===== src/rtl/sdc_pkg.sv =====
// Package for the solar calendar date counter: op codes, calendar constants,
// leap-year and month-length functions. No dependencies.
package sdc_pkg;

    localparam int OP_W          = 2;
    localparam int DAY_W         = 5;
    localparam int MONTH_W       = 4;
    localparam int YEAR_MAX_BITS = 20;

    typedef enum logic [OP_W-1:0] {
        OP_ADVANCE = 2'd0,
        OP_LOAD    = 2'd1,
        OP_COMPARE = 2'd2
    } t_op;

    localparam logic [DAY_W-1:0]   DAYS_LONG   = 5'd31;
    localparam logic [DAY_W-1:0]   DAYS_SHORT  = 5'd30;
    localparam logic [DAY_W-1:0]   DAYS_LAST   = 5'd29;
    localparam logic [DAY_W-1:0]   DAY_FIRST   = 5'd1;
    localparam logic [MONTH_W-1:0] MONTH_FIRST = 4'd1;
    localparam logic [MONTH_W-1:0] LONG_LAST   = 4'd6;
    localparam logic [MONTH_W-1:0] MONTHS      = 4'd12;

    // year mod 33 by reciprocal multiply, exact over YEAR_MAX_BITS
    localparam int CYCLE       = 33;
    localparam int RECIP_SHIFT = 26;
    localparam int RECIP_W     = 21;
    localparam int PROD_W      = YEAR_MAX_BITS + RECIP_W;
    localparam int QUOT_W      = PROD_W - RECIP_SHIFT;
    localparam logic [RECIP_W-1:0] CYCLE_RECIP = RECIP_W'(((2 ** RECIP_SHIFT) + CYCLE - 1) / CYCLE);
    localparam logic [YEAR_MAX_BITS:0] CYCLE_W = (YEAR_MAX_BITS + 1)'(CYCLE);

    function automatic logic leap_of(input logic [YEAR_MAX_BITS-1:0] year);
        logic [PROD_W-1:0]        prod;
        logic [QUOT_W-1:0]        quot;
        logic [YEAR_MAX_BITS:0]   prod33;
        logic [YEAR_MAX_BITS:0]   rem;
        logic [5:0]               res;
        logic                     leap;
        prod   = PROD_W'(year) * PROD_W'(CYCLE_RECIP);
        quot   = prod[PROD_W-1:RECIP_SHIFT];
        prod33 = (YEAR_MAX_BITS + 1)'({quot, 5'b0}) + (YEAR_MAX_BITS + 1)'(quot);
        rem    = {1'b0, year} - prod33;
        if (rem >= CYCLE_W) begin
            rem = rem - CYCLE_W;
        end
        res = rem[5:0];
        case (res)
            6'd1, 6'd5, 6'd9, 6'd13, 6'd17, 6'd22, 6'd26, 6'd30: leap = 1'b1;
            default: leap = 1'b0;
        endcase
        return leap;
    endfunction

    // zero for a month number outside 1..12
    function automatic logic [DAY_W-1:0] month_len(input logic [MONTH_W-1:0] month,
                                                   input logic leap);
        logic [DAY_W-1:0] len;
        if (month >= MONTH_FIRST && month <= LONG_LAST) begin
            len = DAYS_LONG;
        end else if (month > LONG_LAST && month < MONTHS) begin
            len = DAYS_SHORT;
        end else if (month == MONTHS) begin
            len = leap ? DAYS_SHORT : DAYS_LAST;
        end else begin
            len = '0;
        end
        return len;
    endfunction

endpackage


===== src/rtl/sdc_in_stage.sv =====
// Input register stage of the date counter.
// Depends on sdc_pkg.
module sdc_in_stage #(
    parameter int YEAR_BITS = 14
) (
    input  logic                         i_clk,
    input  logic                         i_rst_n,
    input  logic                         i_valid,
    output logic                         o_ready,
    input  sdc_pkg::t_op                 i_op,
    input  logic [sdc_pkg::DAY_W-1:0]    i_day,
    input  logic [sdc_pkg::MONTH_W-1:0]  i_month,
    input  logic [YEAR_BITS-1:0]         i_year,
    output logic                         o_valid,
    input  logic                         i_take,
    output sdc_pkg::t_op                 o_op,
    output logic [sdc_pkg::DAY_W-1:0]    o_day,
    output logic [sdc_pkg::MONTH_W-1:0]  o_month,
    output logic [YEAR_BITS-1:0]         o_year
);
    import sdc_pkg::*;

    logic                r_valid;
    t_op                 r_op;
    logic [DAY_W-1:0]    r_day;
    logic [MONTH_W-1:0]  r_month;
    logic [YEAR_BITS-1:0] r_year;

    assign o_ready = !r_valid || i_take;

    always_ff @(posedge i_clk) begin
        if (!i_rst_n) begin
            r_valid <= 1'b0;
        end else if (o_ready) begin
            r_valid <= i_valid;
        end
    end

    always_ff @(posedge i_clk) begin
        if (o_ready && i_valid) begin
            r_op    <= i_op;
            r_day   <= i_day;
            r_month <= i_month;
            r_year  <= i_year;
        end
    end

    assign o_valid = r_valid;
    assign o_op    = r_op;
    assign o_day   = r_day;
    assign o_month = r_month;
    assign o_year  = r_year;

endmodule


===== src/rtl/sdc_date_unit.sv =====
// Date state, advance/load/compare logic and result register.
// Depends on sdc_pkg.
module sdc_date_unit #(
    parameter int YEAR_BITS = 14
) (
    input  logic                         i_clk,
    input  logic                         i_rst_n,
    input  logic                         i_valid,
    output logic                         o_take,
    input  sdc_pkg::t_op                 i_op,
    input  logic [sdc_pkg::DAY_W-1:0]    i_day,
    input  logic [sdc_pkg::MONTH_W-1:0]  i_month,
    input  logic [YEAR_BITS-1:0]         i_year,
    output logic                         o_valid,
    input  logic                         i_ready,
    output logic [sdc_pkg::DAY_W-1:0]    o_day,
    output logic [sdc_pkg::MONTH_W-1:0]  o_month,
    output logic [YEAR_BITS-1:0]         o_year,
    output logic                         o_rejected,
    output logic                         o_given_later,
    output logic                         o_given_equal,
    output logic                         o_leap_year
);
    import sdc_pkg::*;

    logic [DAY_W-1:0]     r_day, n_day;
    logic [MONTH_W-1:0]   r_month, n_month;
    logic [YEAR_BITS-1:0] r_year, n_year;
    logic                 r_leap, n_leap;

    logic                 r_out_valid;
    logic [DAY_W-1:0]     r_out_day;
    logic [MONTH_W-1:0]   r_out_month;
    logic [YEAR_BITS-1:0] r_out_year;
    logic                 r_out_rejected, n_rejected;
    logic                 r_out_later, n_later;
    logic                 r_out_equal, n_equal;
    logic                 r_out_leap;

    logic [YEAR_BITS-1:0] year_inc;
    logic                 leap_inc;
    logic                 leap_given;
    logic [DAY_W-1:0]     cur_len;
    logic [DAY_W-1:0]     given_len;
    logic                 load_ok;
    logic                 fire;

    assign o_take = !r_out_valid || i_ready;
    assign fire   = i_valid && o_take;

    assign year_inc   = r_year + YEAR_BITS'(1);
    assign leap_inc   = leap_of(YEAR_MAX_BITS'(year_inc));
    assign leap_given = leap_of(YEAR_MAX_BITS'(i_year));
    assign cur_len    = month_len(r_month, r_leap);
    assign given_len  = month_len(i_month, leap_given);
    assign load_ok    = (given_len != '0) && (i_day != '0) && (i_day <= given_len);

    always_comb begin
        n_day      = r_day;
        n_month    = r_month;
        n_year     = r_year;
        n_leap     = r_leap;
        n_rejected = 1'b0;
        n_later    = 1'b0;
        n_equal    = 1'b0;
        case (i_op)
            OP_ADVANCE: begin
                if (r_day >= cur_len) begin
                    n_day = DAY_FIRST;
                    if (r_month >= MONTHS) begin
                        n_month = MONTH_FIRST;
                        n_year  = year_inc;
                        n_leap  = leap_inc;
                    end else begin
                        n_month = r_month + MONTH_W'(1);
                    end
                end else begin
                    n_day = r_day + DAY_W'(1);
                end
            end
            OP_LOAD: begin
                if (load_ok) begin
                    n_day   = i_day;
                    n_month = i_month;
                    n_year  = i_year;
                    n_leap  = leap_given;
                end else begin
                    n_rejected = 1'b1;
                end
            end
            OP_COMPARE: begin
                n_later = (i_year > r_year) ||
                          ((i_year == r_year) && ((i_month > r_month) ||
                           ((i_month == r_month) && (i_day > r_day))));
                n_equal = (i_year == r_year) && (i_month == r_month) && (i_day == r_day);
            end
            default: begin
            end
        endcase
    end

    always_ff @(posedge i_clk) begin
        if (!i_rst_n) begin
            r_day       <= DAY_FIRST;
            r_month     <= MONTH_FIRST;
            r_year      <= '0;
            r_leap      <= 1'b0;
            r_out_valid <= 1'b0;
        end else begin
            if (fire) begin
                r_day   <= n_day;
                r_month <= n_month;
                r_year  <= n_year;
                r_leap  <= n_leap;
            end
            if (o_take) begin
                r_out_valid <= i_valid;
            end
        end
    end

    always_ff @(posedge i_clk) begin
        if (fire) begin
            r_out_day      <= n_day;
            r_out_month    <= n_month;
            r_out_year     <= n_year;
            r_out_rejected <= n_rejected;
            r_out_later    <= n_later;
            r_out_equal    <= n_equal;
            r_out_leap     <= n_leap;
        end
    end

    assign o_valid       = r_out_valid;
    assign o_day         = r_out_day;
    assign o_month       = r_out_month;
    assign o_year        = r_out_year;
    assign o_rejected    = r_out_rejected;
    assign o_given_later = r_out_later;
    assign o_given_equal = r_out_equal;
    assign o_leap_year   = r_out_leap;

endmodule


===== src/rtl/solar_calendar_date_counter_core.sv =====
// Solar calendar date counter: advance, load or compare one date per word.
// Pipeline: input register, then result register, from input accept to result valid.
// Throughput: one word per cycle when m_axis_tready is high, set by the date update loop.
// Reset (synchronous, active low): date 1/1/0, both pipeline registers empty.
// Depends on sdc_pkg, sdc_in_stage, sdc_date_unit.
module solar_calendar_date_counter_core #(
    parameter int YEAR_BITS = 14
) (
    input  logic                i_clk,
    input  logic                i_rst_n,
    input  logic                s_axis_tvalid,
    output logic                s_axis_tready,
    // in_day, in_month, in_year, zero pad
    input  logic [(((sdc_pkg::DAY_W + sdc_pkg::MONTH_W + YEAR_BITS) + 7) / 8) * 8 - 1:0]
                                s_axis_tdata,
    // op
    input  logic [sdc_pkg::OP_W-1:0] s_axis_tuser,
    output logic                m_axis_tvalid,
    input  logic                m_axis_tready,
    // out_day, out_month, out_year, rejected, given_later, given_equal, leap_year, zero pad
    output logic [(((sdc_pkg::DAY_W + sdc_pkg::MONTH_W + YEAR_BITS + 4) + 7) / 8) * 8 - 1:0]
                                m_axis_tdata
);
    import sdc_pkg::*;

    localparam int OUT_W     = DAY_W + MONTH_W + YEAR_BITS + 4;
    localparam int OUT_TDATA = ((OUT_W + 7) / 8) * 8;

    logic                 st_valid;
    logic                 st_take;
    t_op                  st_op;
    logic [DAY_W-1:0]     st_day;
    logic [MONTH_W-1:0]   st_month;
    logic [YEAR_BITS-1:0] st_year;

    logic [DAY_W-1:0]     out_day;
    logic [MONTH_W-1:0]   out_month;
    logic [YEAR_BITS-1:0] out_year;
    logic                 out_rejected;
    logic                 out_later;
    logic                 out_equal;
    logic                 out_leap;

    sdc_in_stage #(
        .YEAR_BITS (YEAR_BITS)
    ) u_in_stage (
        .i_clk   (i_clk),
        .i_rst_n (i_rst_n),
        .i_valid (s_axis_tvalid),
        .o_ready (s_axis_tready),
        .i_op    (t_op'(s_axis_tuser)),
        .i_day   (s_axis_tdata[DAY_W-1:0]),
        .i_month (s_axis_tdata[DAY_W +: MONTH_W]),
        .i_year  (s_axis_tdata[DAY_W + MONTH_W +: YEAR_BITS]),
        .o_valid (st_valid),
        .i_take  (st_take),
        .o_op    (st_op),
        .o_day   (st_day),
        .o_month (st_month),
        .o_year  (st_year)
    );

    sdc_date_unit #(
        .YEAR_BITS (YEAR_BITS)
    ) u_date_unit (
        .i_clk         (i_clk),
        .i_rst_n       (i_rst_n),
        .i_valid       (st_valid),
        .o_take        (st_take),
        .i_op          (st_op),
        .i_day         (st_day),
        .i_month       (st_month),
        .i_year        (st_year),
        .o_valid       (m_axis_tvalid),
        .i_ready       (m_axis_tready),
        .o_day         (out_day),
        .o_month       (out_month),
        .o_year        (out_year),
        .o_rejected    (out_rejected),
        .o_given_later (out_later),
        .o_given_equal (out_equal),
        .o_leap_year   (out_leap)
    );

    assign m_axis_tdata = OUT_TDATA'({out_leap, out_equal, out_later, out_rejected,
                                      out_year, out_month, out_day});

endmodule

===== config.mk =====
export PLATFORM = sky130hd
export DESIGN_NAME = solar_calendar_date_counter_core
export DESIGN_NICKNAME = d
export VERILOG_FILES = /design/src/rtl/sdc_pkg.sv /design/src/rtl/sdc_in_stage.sv /design/src/rtl/sdc_date_unit.sv /design/src/rtl/solar_calendar_date_counter_core.sv
export SDC_FILE = /design/constraint.sdc
export NUM_CORES = 1
export LEC_CHECK = 0
export BUFFER_PORTS_ARGS = -buffer_cell sky130_fd_sc_hd__buf_2
export CORE_ASPECT_RATIO = 1.2
export CORE_MARGIN = 1
export CORE_UTILIZATION = 25
export DETAILED_ROUTE_END_ITERATION = 10
export HOLD_SLACK_MARGIN = 0.02
export SLEW_MARGIN = 20
export SYNTH_ARGS = -nofsm -noshare
export SYNTH_HDL_FRONTEND = slang
export SYNTH_SLANG_ARGS = --single-unit
export TNS_END_PERCENT = 100

===== constraint.sdc =====
create_clock -name i_clk -period 15 [get_ports i_clk]
set_input_delay 1.5 -clock i_clk [delete_from_list [all_inputs] [get_ports i_clk]]
set_output_delay 1.5 -clock i_clk [all_outputs]
set_load 0.01 [all_outputs]

==> flow_metrics.py, run 1 <==
metrics = {
    "critical_path": {
        "cp_num_buf_inv": 6,
        "critical-path-slowest-cell": "fa_1",
        "crit_family": "compound AO/OA/AOI/OAI gates",
        "critPathMostFrequentCell": "fa_1",
        "end_kind": "flop",
        "path_max_fanout": 18,
        "max_stage_delay_ps": 640,
        "start_kind": "flop",
        "critPathKind": "flop to flop",
        "worstPathRequired_ps": 15240,
        "worstPathArrival_ps": 13630,
    },
    "run_status": {
        "status": "completed",
    },
    "detailed_routing": {
        "drtIter0Drc": 507,
        "routed_via_density": 4.657,
        "drc": 0,
        "drt_first_pass_iters": 5,
        "drt_wl_total_mm": 33.61,
        "avgRoutedWirePerCell_um": 15.00,
        "postRouteAntennaNets": 0,
        "vias": 10437,
    },
    "cts": {
        "cts_setup_buffers": 0,
        "cts_tree": "built",
        "hold_buffers": 0,
        "cts-htree-levels": 3,
        "cts_buffer_depth": 2,
        "cts_resized": 0,
        "cts_buffers": 9,
        "clk_latency_ps": 350,
        "cts.sinks": 78,
        "clockRootBuffer": "clkbuf_16",
        "clkSlewWorstSetupHoldPaths_ps": 70,
    },
    "global_routing": {
        "grt_max_degree": 34,
        "grt_use_met3": 0.007420,
        "grt_pass1_wl_mm": 55.60,
        "antenna_found_initial": 2,
        "grt_overflow": 0,
        "grt_use_met1": 0.1513,
        "grt_pass1_vias": 10777,
        "use_met2": 0.2329,
        "track_usage": 0.1234,
        "busiest_layer": "met2",
    },
    "sta": {
        "fin_setup_tns_ps": 0,
        "max_clock_freq_mhz": 74.66,
        "finalSetupViolations": 0,
        "tightest_slew_ps": 975.9,
        "maxSlewHeadroom": 0.3447,
        "period_share": 0.8929,
        "rsz0062_at_grt": "false",
        "fin_crit_ps": 13390,
        "slew_violations": 0,
        "hold_viol": 0,
        "skew_ps": 9.967,
    },
    "synth": {
        "syn_area_mm2": 0.01366,
        "syn_inst": 1480,
        "yosysWarnings": 0,
        "synth_cell_types": 85,
        "synth_edf_count": 52,
        "yosysSeqAreaShare": 0.1525,
        "synth_ff_type": "edfxtp_1",
        "avgSynthCellArea_um2": 9.227,
        "async_flop_share": 0,
        "ys_ff_latch": 78,
    },
    "placed_design": {
        "hpwl_mm": 28.43,
        "gp_congestion": 0.8621,
        "port_buffers": 57,
    },
    "final_layout": {
        "drive_gt1_frac": 0.06736,
        "num_antenna_cells": 0,
        "nets": 1983,
        "syn2layout_area_growth_pct": 9.987,
    },
    "floorplan": {
        "die_y_um": 258.0,
        "die_w_um": 215.4,
        "dieArea_mm2": 0.05556,
        "ios": 64,
        "initial_core_util": 0.2540,
        "num_rows": 93,
        "design.core.area_mm2": 0.05376,
    },
    "run": {
        "maxCapViolCount": 0,
    },
    "min_path": {
        "worstHoldPathType": "flop to flop",
    },
}
## cell usage after synthesis, types with 16 or more instances
cell type  number  area, um2
a211oi_1       23      172.7
a21oi_1        63      315.3
clkbuf_1       21      78.83
dfxtp_1        26      520.5
edfxtp_1       52       1562
fa_1          134       2683
ha_1          295       3691
inv_1         320       1201
nand2_1        79      296.5
nand3_1        21      105.1
nor2_1         75      281.5
nor2b_1        16      100.1
nor3_1         24      120.1
o21ai_0        47      235.2
xnor2_1        37      324.1
## metal layers
| metal | wire [um] | vias to the layer above | part of all wire |
|---|---|---|---|
| li1 | - | 5077 | - |
| met1 | 14740 | 5139 | 0.44 |
| met2 | 17480 | 185 | 0.52 |
| met3 | 792 | 36 | 0.024 |
| met4 | 590 | 0 | 0.018 |
| met5 | 0 | - | 0 |
## state kept, by name (all words and copies together), names as in the netlist, 2 cells and up
signal / count
u_date_unit.r_year: 14
u_date_unit.r_month: 4
u_date_unit.r_day: 5
u_in_stage.o_day: 5
u_in_stage.o_op: 2
u_date_unit.o_day: 5
u_date_unit.o_month: 4
u_in_stage.o_year: 14
u_date_unit.o_year: 14
u_in_stage.o_month: 4
## worst register-to-register path: cells and delay by family, from the launching register on
family	cells	cell delay (ps)
buffers and inverters	6	610
xor gates and xnor gates	1	290
AOI/OAI and AO/OA	19	5150
adders and majority gates	10	4630
DFF	1	600
and+or+nand+nor	8	1360
muxes	3	650
## cell families (layout without fill, tap and decap cells)
group,count (synthesis),after routing,share of synthesized area
buffers and inverters,355,400,0.1012
other,1,5,0.0002746
and+or+nand+nor,300,300,0.1077
DFF,78,78,0.1525
xor gates and xnor gates,50,50,0.03262
AOI/OAI and AO/OA,257,257,0.1308
muxes,10,10,0.008338
adders and majority gates,429,429,0.4667
## worst paths after layout
kind                         startpoint                   end  slack, ps  cells past startpoint
setup reg to reg  u_in_stage.o_year[11]    u_date_unit.r_leap       1610                     47
setup / recovery  u_in_stage.o_year[11]    u_date_unit.r_leap       1610                     47
hold / removal     u_date_unit.r_day[1]  u_date_unit.r_day[1]        520                      2
hold reg to reg    u_date_unit.r_day[1]  u_date_unit.r_day[1]        520                      2
## cells in the final DEF (no fill, tap or decap), types with 9 or more instances in the layout
cell type    n
dfxtp_1     26
buf_2       57
a21o_1      15
ha_1       295
xor2_1      12
clkbuf_16    9
xnor2_1     37
nand2_1     79
nand2b_1    15
and3_1      10
a211oi_1    23
inv_1      320
o21ai_0     47
nor2b_1     16
fa_1       134
nand3_1     21
o211ai_1    11
edfxtp_1    52
a21oi_1     63
nand4_1     13
nor2_1      75
o21a_1      10
nor3_1      24
a221o_1      9
## through the flow
| stage | instance area [um2] | std cells | utilization | setup WS (ps) | hold slack, ps |
|---|---|---|---|---|---|
| floorplan | 13670 | 1484 | - | 3063 | 469.7 |
| global placement | 14720 | 2225 | 0.2738 | 1755 | 492.0 |
| detailed placement | 14720 | 2225 | 0.2738 | 1654 | 507.6 |
| CTS | 15020 | 2241 | 0.2794 | 1577 | 518.6 |
| global route | 15020 | 2241 | 0.2794 | 693.7 | 559.1 |
| finish | 15020 | 2241 | 0.2794 | 1606 | 521.7 |
## area by class of cell
type | count | area, um2
Multi-Input combinational cell | 1051 | 10210
Inverter | 321 | 1205
Clock inverter | 7 | 72.57
Sequential cell | 78 | 2082
Clock buffer | 9 | 225.2
Timing Repair Buffer | 63 | 330.3
Tap cell | 712 | 890.9
Fill cell | 5714 | 38740
Power of run 1 is not shown: default switching activity piles up to over one toggle a cycle in this logic, so the estimate is an artifact.
==> run 2, diff against run 1 <==
--- a/config.mk
+++ b/config.mk
@@ -6,7 +6,7 @@
 export NUM_CORES = 1
 export LEC_CHECK = 0
 export BUFFER_PORTS_ARGS = -buffer_cell sky130_fd_sc_hd__buf_2
-export CORE_ASPECT_RATIO = 1.2
+export CORE_ASPECT_RATIO = 0.5
 export CORE_MARGIN = 1
 export CORE_UTILIZATION = 25
 export DETAILED_ROUTE_END_ITERATION = 10
==> run 2 against run 1 <==
  * Maximum frequency fell by 0.17%
  * Utilization barely moved
  * Global-route usage fell by 0.96 points
  * Via count fell by 2.1%
  * Sequential cell count did not move
  * Critical path type unchanged
==> flow_metrics.py, run 2 (same netlist as run 1, synthesis figures left out) <==
metrics = {
    "run_status": {
        "status": "completed",
    },
    "floorplan": {
        "num_rows": 60,
        "ios": 64,
        "dieArea_mm2": 0.05562,
        "design.core.area_mm2": 0.05383,
        "initial_core_util": 0.2537,
        "die_y_um": 167.3,
        "die_w_um": 332.5,
    },
    "placed_design": {
        "gp_congestion": 0.8992,
        "hpwl_mm": 27.11,
        "dp.cells": 2228,
        "port_buffers": 57,
        "dp_slack_ps": 1601,
    },
    "global_routing": {
        "antenna_found_initial": 0,
        "track_usage": 0.1138,
        "grt_pass1_vias": 9829,
        "grt_max_degree": 42,
        "grt_pass1_wl_mm": 51.45,
        "grt_overflow": 0,
    },
    "cts": {
        "cts.sinks": 78,
        "cts_buffer_depth": 2,
        "cts_buffers": 9,
        "clockRootBuffer": "clkbuf_16",
        "clkSlewWorstSetupHoldPaths_ps": 60,
        "cts_tree": "built",
        "clk_latency_ps": 340,
        "hold_buffers": 0,
        "cts-htree-levels": 3,
        "cts_resized": 0,
        "cts_setup_buffers": 0,
    },
    "sta": {
        "period_share": 0.8944,
        "tightest_slew_ps": 951.3,
        "fin_setup_tns_ps": 0,
        "hold_viol": 0,
        "maxSlewHeadroom": 0.3600,
        "rsz0062_at_grt": "false",
        "max_clock_freq_mhz": 74.53,
        "skew_ps": 8.461,
        "slew_violations": 0,
        "finalWorstSetupSlack_ps": 1583,
        "timing.hold.ws_ps": 509.0,
        "finalSetupViolations": 0,
        "fin_crit_ps": 13420,
    },
    "critical_path": {
        "start_kind": "flop",
        "rrSetupSlack_ps": 1580,
        "critPathMostFrequentCell": "fa_1",
        "max_stage_delay_ps": 630,
        "critical-path-slowest-cell": "fa_1",
        "cp-startpoint": "u_in_stage.o_year[11]",
        "rr_startpoint": "u_in_stage.o_year[11]",
        "worstPathArrival_ps": 13650,
        "critPathKind": "flop to flop",
        "path_max_fanout": 8,
        "worstPathRequired_ps": 15230,
        "end_kind": "flop",
    },
    "detailed_routing": {
        "routed_via_density": 4.553,
        "postRouteAntennaNets": 0,
        "drt_wl_total_mm": 31.80,
        "avgRoutedWirePerCell_um": 14.17,
        "drtIter0Drc": 550,
        "drc": 0,
        "drt_first_pass_iters": 5,
        "vias": 10218,
    },
    "final_layout": {
        "num_antenna_cells": 0,
        "syn2layout_area_growth_pct": 10.08,
        "nets": 1985,
        "fillCellCount": 5662,
        "final_cell_mix": "320 x inv_1, 295 x ha_1, 134 x fa_1, 79 x nand2_1, 75 x nor2_1",
        "instances_no_fill": 2244,
        "drive_gt1_frac": 0.06858,
        "final_common_cell": "inv_1",
    },
    "run": {
        "maxCapViolCount": 0,
    },
    "min_path": {
        "worstHoldPathType": "flop to flop",
        "holdCritStartpoint": "u_date_unit.r_day[1]",
    },
}
## run 2: final cells by class
class | count | area, um2 | area share
clock inverters | 6 | 63.81 | 0.004245
well taps | 713 | 892.1 | 0.05935
inverters | 321 | 1205 | 0.08016
repair buffers | 65 | 345.3 | 0.02297
clock buffers | 10 | 229.0 | 0.01523
multi-input cells | 1051 | 10210 | 0.6795
flip-flops and latches | 78 | 2082 | 0.1385
## run 2: through the flow
stage            util  instance area [um2]
6_report       0.2793                15030
5_1_grt        0.2793                15030
4_1_cts        0.2792                15030
3_5_place_dp   0.2738                14740
3_3_place_gp   0.2738                14740
2_1_floorplan       -                13670
## run 2: critical path, delay by kind of cell, from the launching register on
kind                     cells  cell delay (ps)
flip-flops                   1              590
adder cells (fa/ha/maj)     10             4770
AO/OA/AOI/OAI               20             5190
buffers and inverters        5              290
XOR/XNOR                     1              130
AND/OR/NAND/NOR              8             1830
multiplexers                 2              510
## run 2: metal layers
layer | vias to the layer above | GRT usage | wire (um)
met4 | 0 | 0.02395 | 521
met5 | - | 0 | 0
met1 | 4968 | 0.1576 | 15160
met3 | 24 | 0.008222 | 1017
li1 | 5077 | - | -
met2 | 149 | 0.1939 | 15100
## run 2: path summary, 6_finish.rpt
check	end	depth (start not counted)
worst max-delay path	u_date_unit.r_leap	46
worst min-delay path	u_date_unit.r_day[1]	2
worst max register to register	u_date_unit.r_leap	46
worst min register to register	u_date_unit.r_day[1]	2
Power of run 2 is left out for the same reason.
==> run 3, diff against run 2 <==
==> constraint.sdc (replaced) <==
create_clock -name i_clk -period 13.9 [get_ports i_clk]
set_input_delay 1.39 -clock i_clk [delete_from_list [all_inputs] [get_ports i_clk]]
set_output_delay 1.39 -clock i_clk [all_outputs]
set_load 0.01 [all_outputs]
==> run 3 against run 2 <==
  * Final area unchanged
  * Utilization unchanged
  * First-iteration DRC count down 8.5%
  * Sequential share of layout area unchanged
  * Critical path depth unchanged
  * Highest routed layer unchanged
==> flow_metrics.py, run 3 (same netlist as run 1, synthesis figures left out) <==
metrics = {
    "cts": {
        "cts_buffer_depth": 2,
        "cts_resized": 0,
        "cts.sinks": 78,
        "cts_buffers": 9,
        "cts_setup_buffers": 0,
        "cts-htree-levels": 3,
        "clockRootBuffer": "clkbuf_16",
        "hold_buffers": 0,
        "clk_latency_ps": 340,
        "cts_tree": "built",
        "clkSlewWorstSetupHoldPaths_ps": 60,
    },
    "final_layout": {
        "syn2layout_area_growth_pct": 10.08,
        "num_antenna_cells": 0,
        "final_cell_mix": "320 x inv_1, 295 x ha_1, 134 x fa_1, 79 x nand2_1, 75 x nor2_1",
        "final_util": 0.2793,
        "fillCellCount": 5666,
        "final_common_cell": "inv_1",
        "postLayoutCellArea_mm2": 0.01503,
        "nets": 1987,
        "drive_gt1_frac": 0.06980,
    },
    "critical_path": {
        "path_max_fanout": 8,
        "critical-path-slowest-cell": "fa_1",
        "worstPathRequired_ps": 14130,
        "start_kind": "flop",
        "max_stage_delay_ps": 630,
        "critPathKind": "flop to flop",
        "end_kind": "flop",
        "critPathMostFrequentCell": "fa_1",
        "worstPathArrival_ps": 13280,
    },
    "floorplan": {
        "design.core.area_mm2": 0.05383,
        "num_rows": 60,
        "die_y_um": 167.3,
        "ios": 64,
        "initial_core_util": 0.2537,
        "die_w_um": 332.5,
        "dieArea_mm2": 0.05562,
    },
    "detailed_routing": {
        "drt_first_pass_iters": 5,
        "vias": 10186,
        "drtIter0Drc": 503,
        "avgRoutedWirePerCell_um": 14.34,
        "postRouteAntennaNets": 0,
        "routed_via_density": 4.535,
        "drc": 0,
        "drt_wl_total_mm": 32.21,
    },
    "sta": {
        "skew_ps": 9.364,
        "max_clock_freq_mhz": 76.64,
        "rsz0062_at_grt": "false",
        "maxSlewHeadroom": 0.3304,
        "period_share": 0.9387,
        "timing.hold.ws_ps": 528.6,
        "fin_setup_tns_ps": 0,
        "slew_violations": 0,
        "hold_viol": 0,
        "fin_crit_ps": 13050,
        "tightest_slew_ps": 997.3,
        "finalSetupViolations": 0,
    },
    "global_routing": {
        "grt_pass1_vias": 10215,
        "grt_overflow": 0,
        "grt_max_degree": 42,
        "grt_pass1_wl_mm": 52.54,
        "antenna_found_initial": 0,
        "track_usage": 0.1161,
    },
    "placed_design": {
        "place_area_mm2": 0.01475,
        "hpwl_mm": 27.25,
        "gp_congestion": 0.8938,
        "port_buffers": 57,
    },
    "run_status": {
        "status": "completed",
    },
    "run": {
        "maxCapViolCount": 0,
    },
    "min_path": {
        "worstHoldPathType": "flop to flop",
    },
}
[run 3: cell count changes in the layout (fill, tap and decap cells not counted)]
cell and delta:
bufinv_16 -1, clkinvlp_4 -1, inv_6 +1, clkbuf_8 +1, buf_4 +2
[run 3: cell type report]
| class | instances | area (um2) | share of cell area |
|---|---|---|---|
| Clock buffer | 11 | 242.7 | 0.01615 |
| Inverter | 321 | 1205 | 0.08016 |
| Clock inverter | 5 | 35.03 | 0.002331 |
| Multi-Input combinational cell | 1051 | 10210 | 0.6795 |
| Sequential cell | 78 | 2082 | 0.1385 |
| Timing Repair Buffer | 67 | 360.3 | 0.02397 |
| Tap cell | 713 | 892.1 | 0.05935 |
[run 3: worst paths after layout]
path / from / end / slack (ps) / cells after the start
max reg2reg: u_in_stage.o_year[11] / u_date_unit.r_leap / 850 / 46
min reg2reg: u_in_stage.o_valid / u_date_unit.o_valid / 530 / 2
max: u_in_stage.o_year[11] / u_date_unit.r_leap / 850 / 46
min: u_in_stage.o_valid / u_date_unit.o_valid / 530 / 2
[run 3: routing by layer]
| metal | vias to the layer above | wire, um | GRT usage |
|---|---|---|---|
| li1 | 5095 | - | - |
| met1 | 4895 | 15450 | 0.1572 |
| met2 | 173 | 15490 | 0.2035 |
| met3 | 23 | 789 | 0.006022 |
| met4 | 0 | 482 | 0.02597 |
| met5 | - | 0 | 0 |
[run 3: stage by stage]
| stage | worst slack, ps | cells |
|---|---|---|
| finish | 852.1 | 2246 |
| detailed placement | 866.3 | 2230 |
| CTS | 845.2 | 2246 |
| global route | 50.73 | 2246 |
| global placement | 1013 | 2230 |
| floorplan | 1963 | 1484 |
[run 3: worst max-delay path, delay by kind of cell (launching register included)]
family / cells / cell delay, ps
adders and majority gates: 10 / 4550
xor gates and xnor gates: 1 / 240
muxes: 3 / 640
buffers and inverters: 5 / 320
AOI/OAI and AO/OA: 19 / 5010
and+or+nand+nor: 8 / 1590
DFF: 1 / 590
Power of run 3 is left out for the same reason.
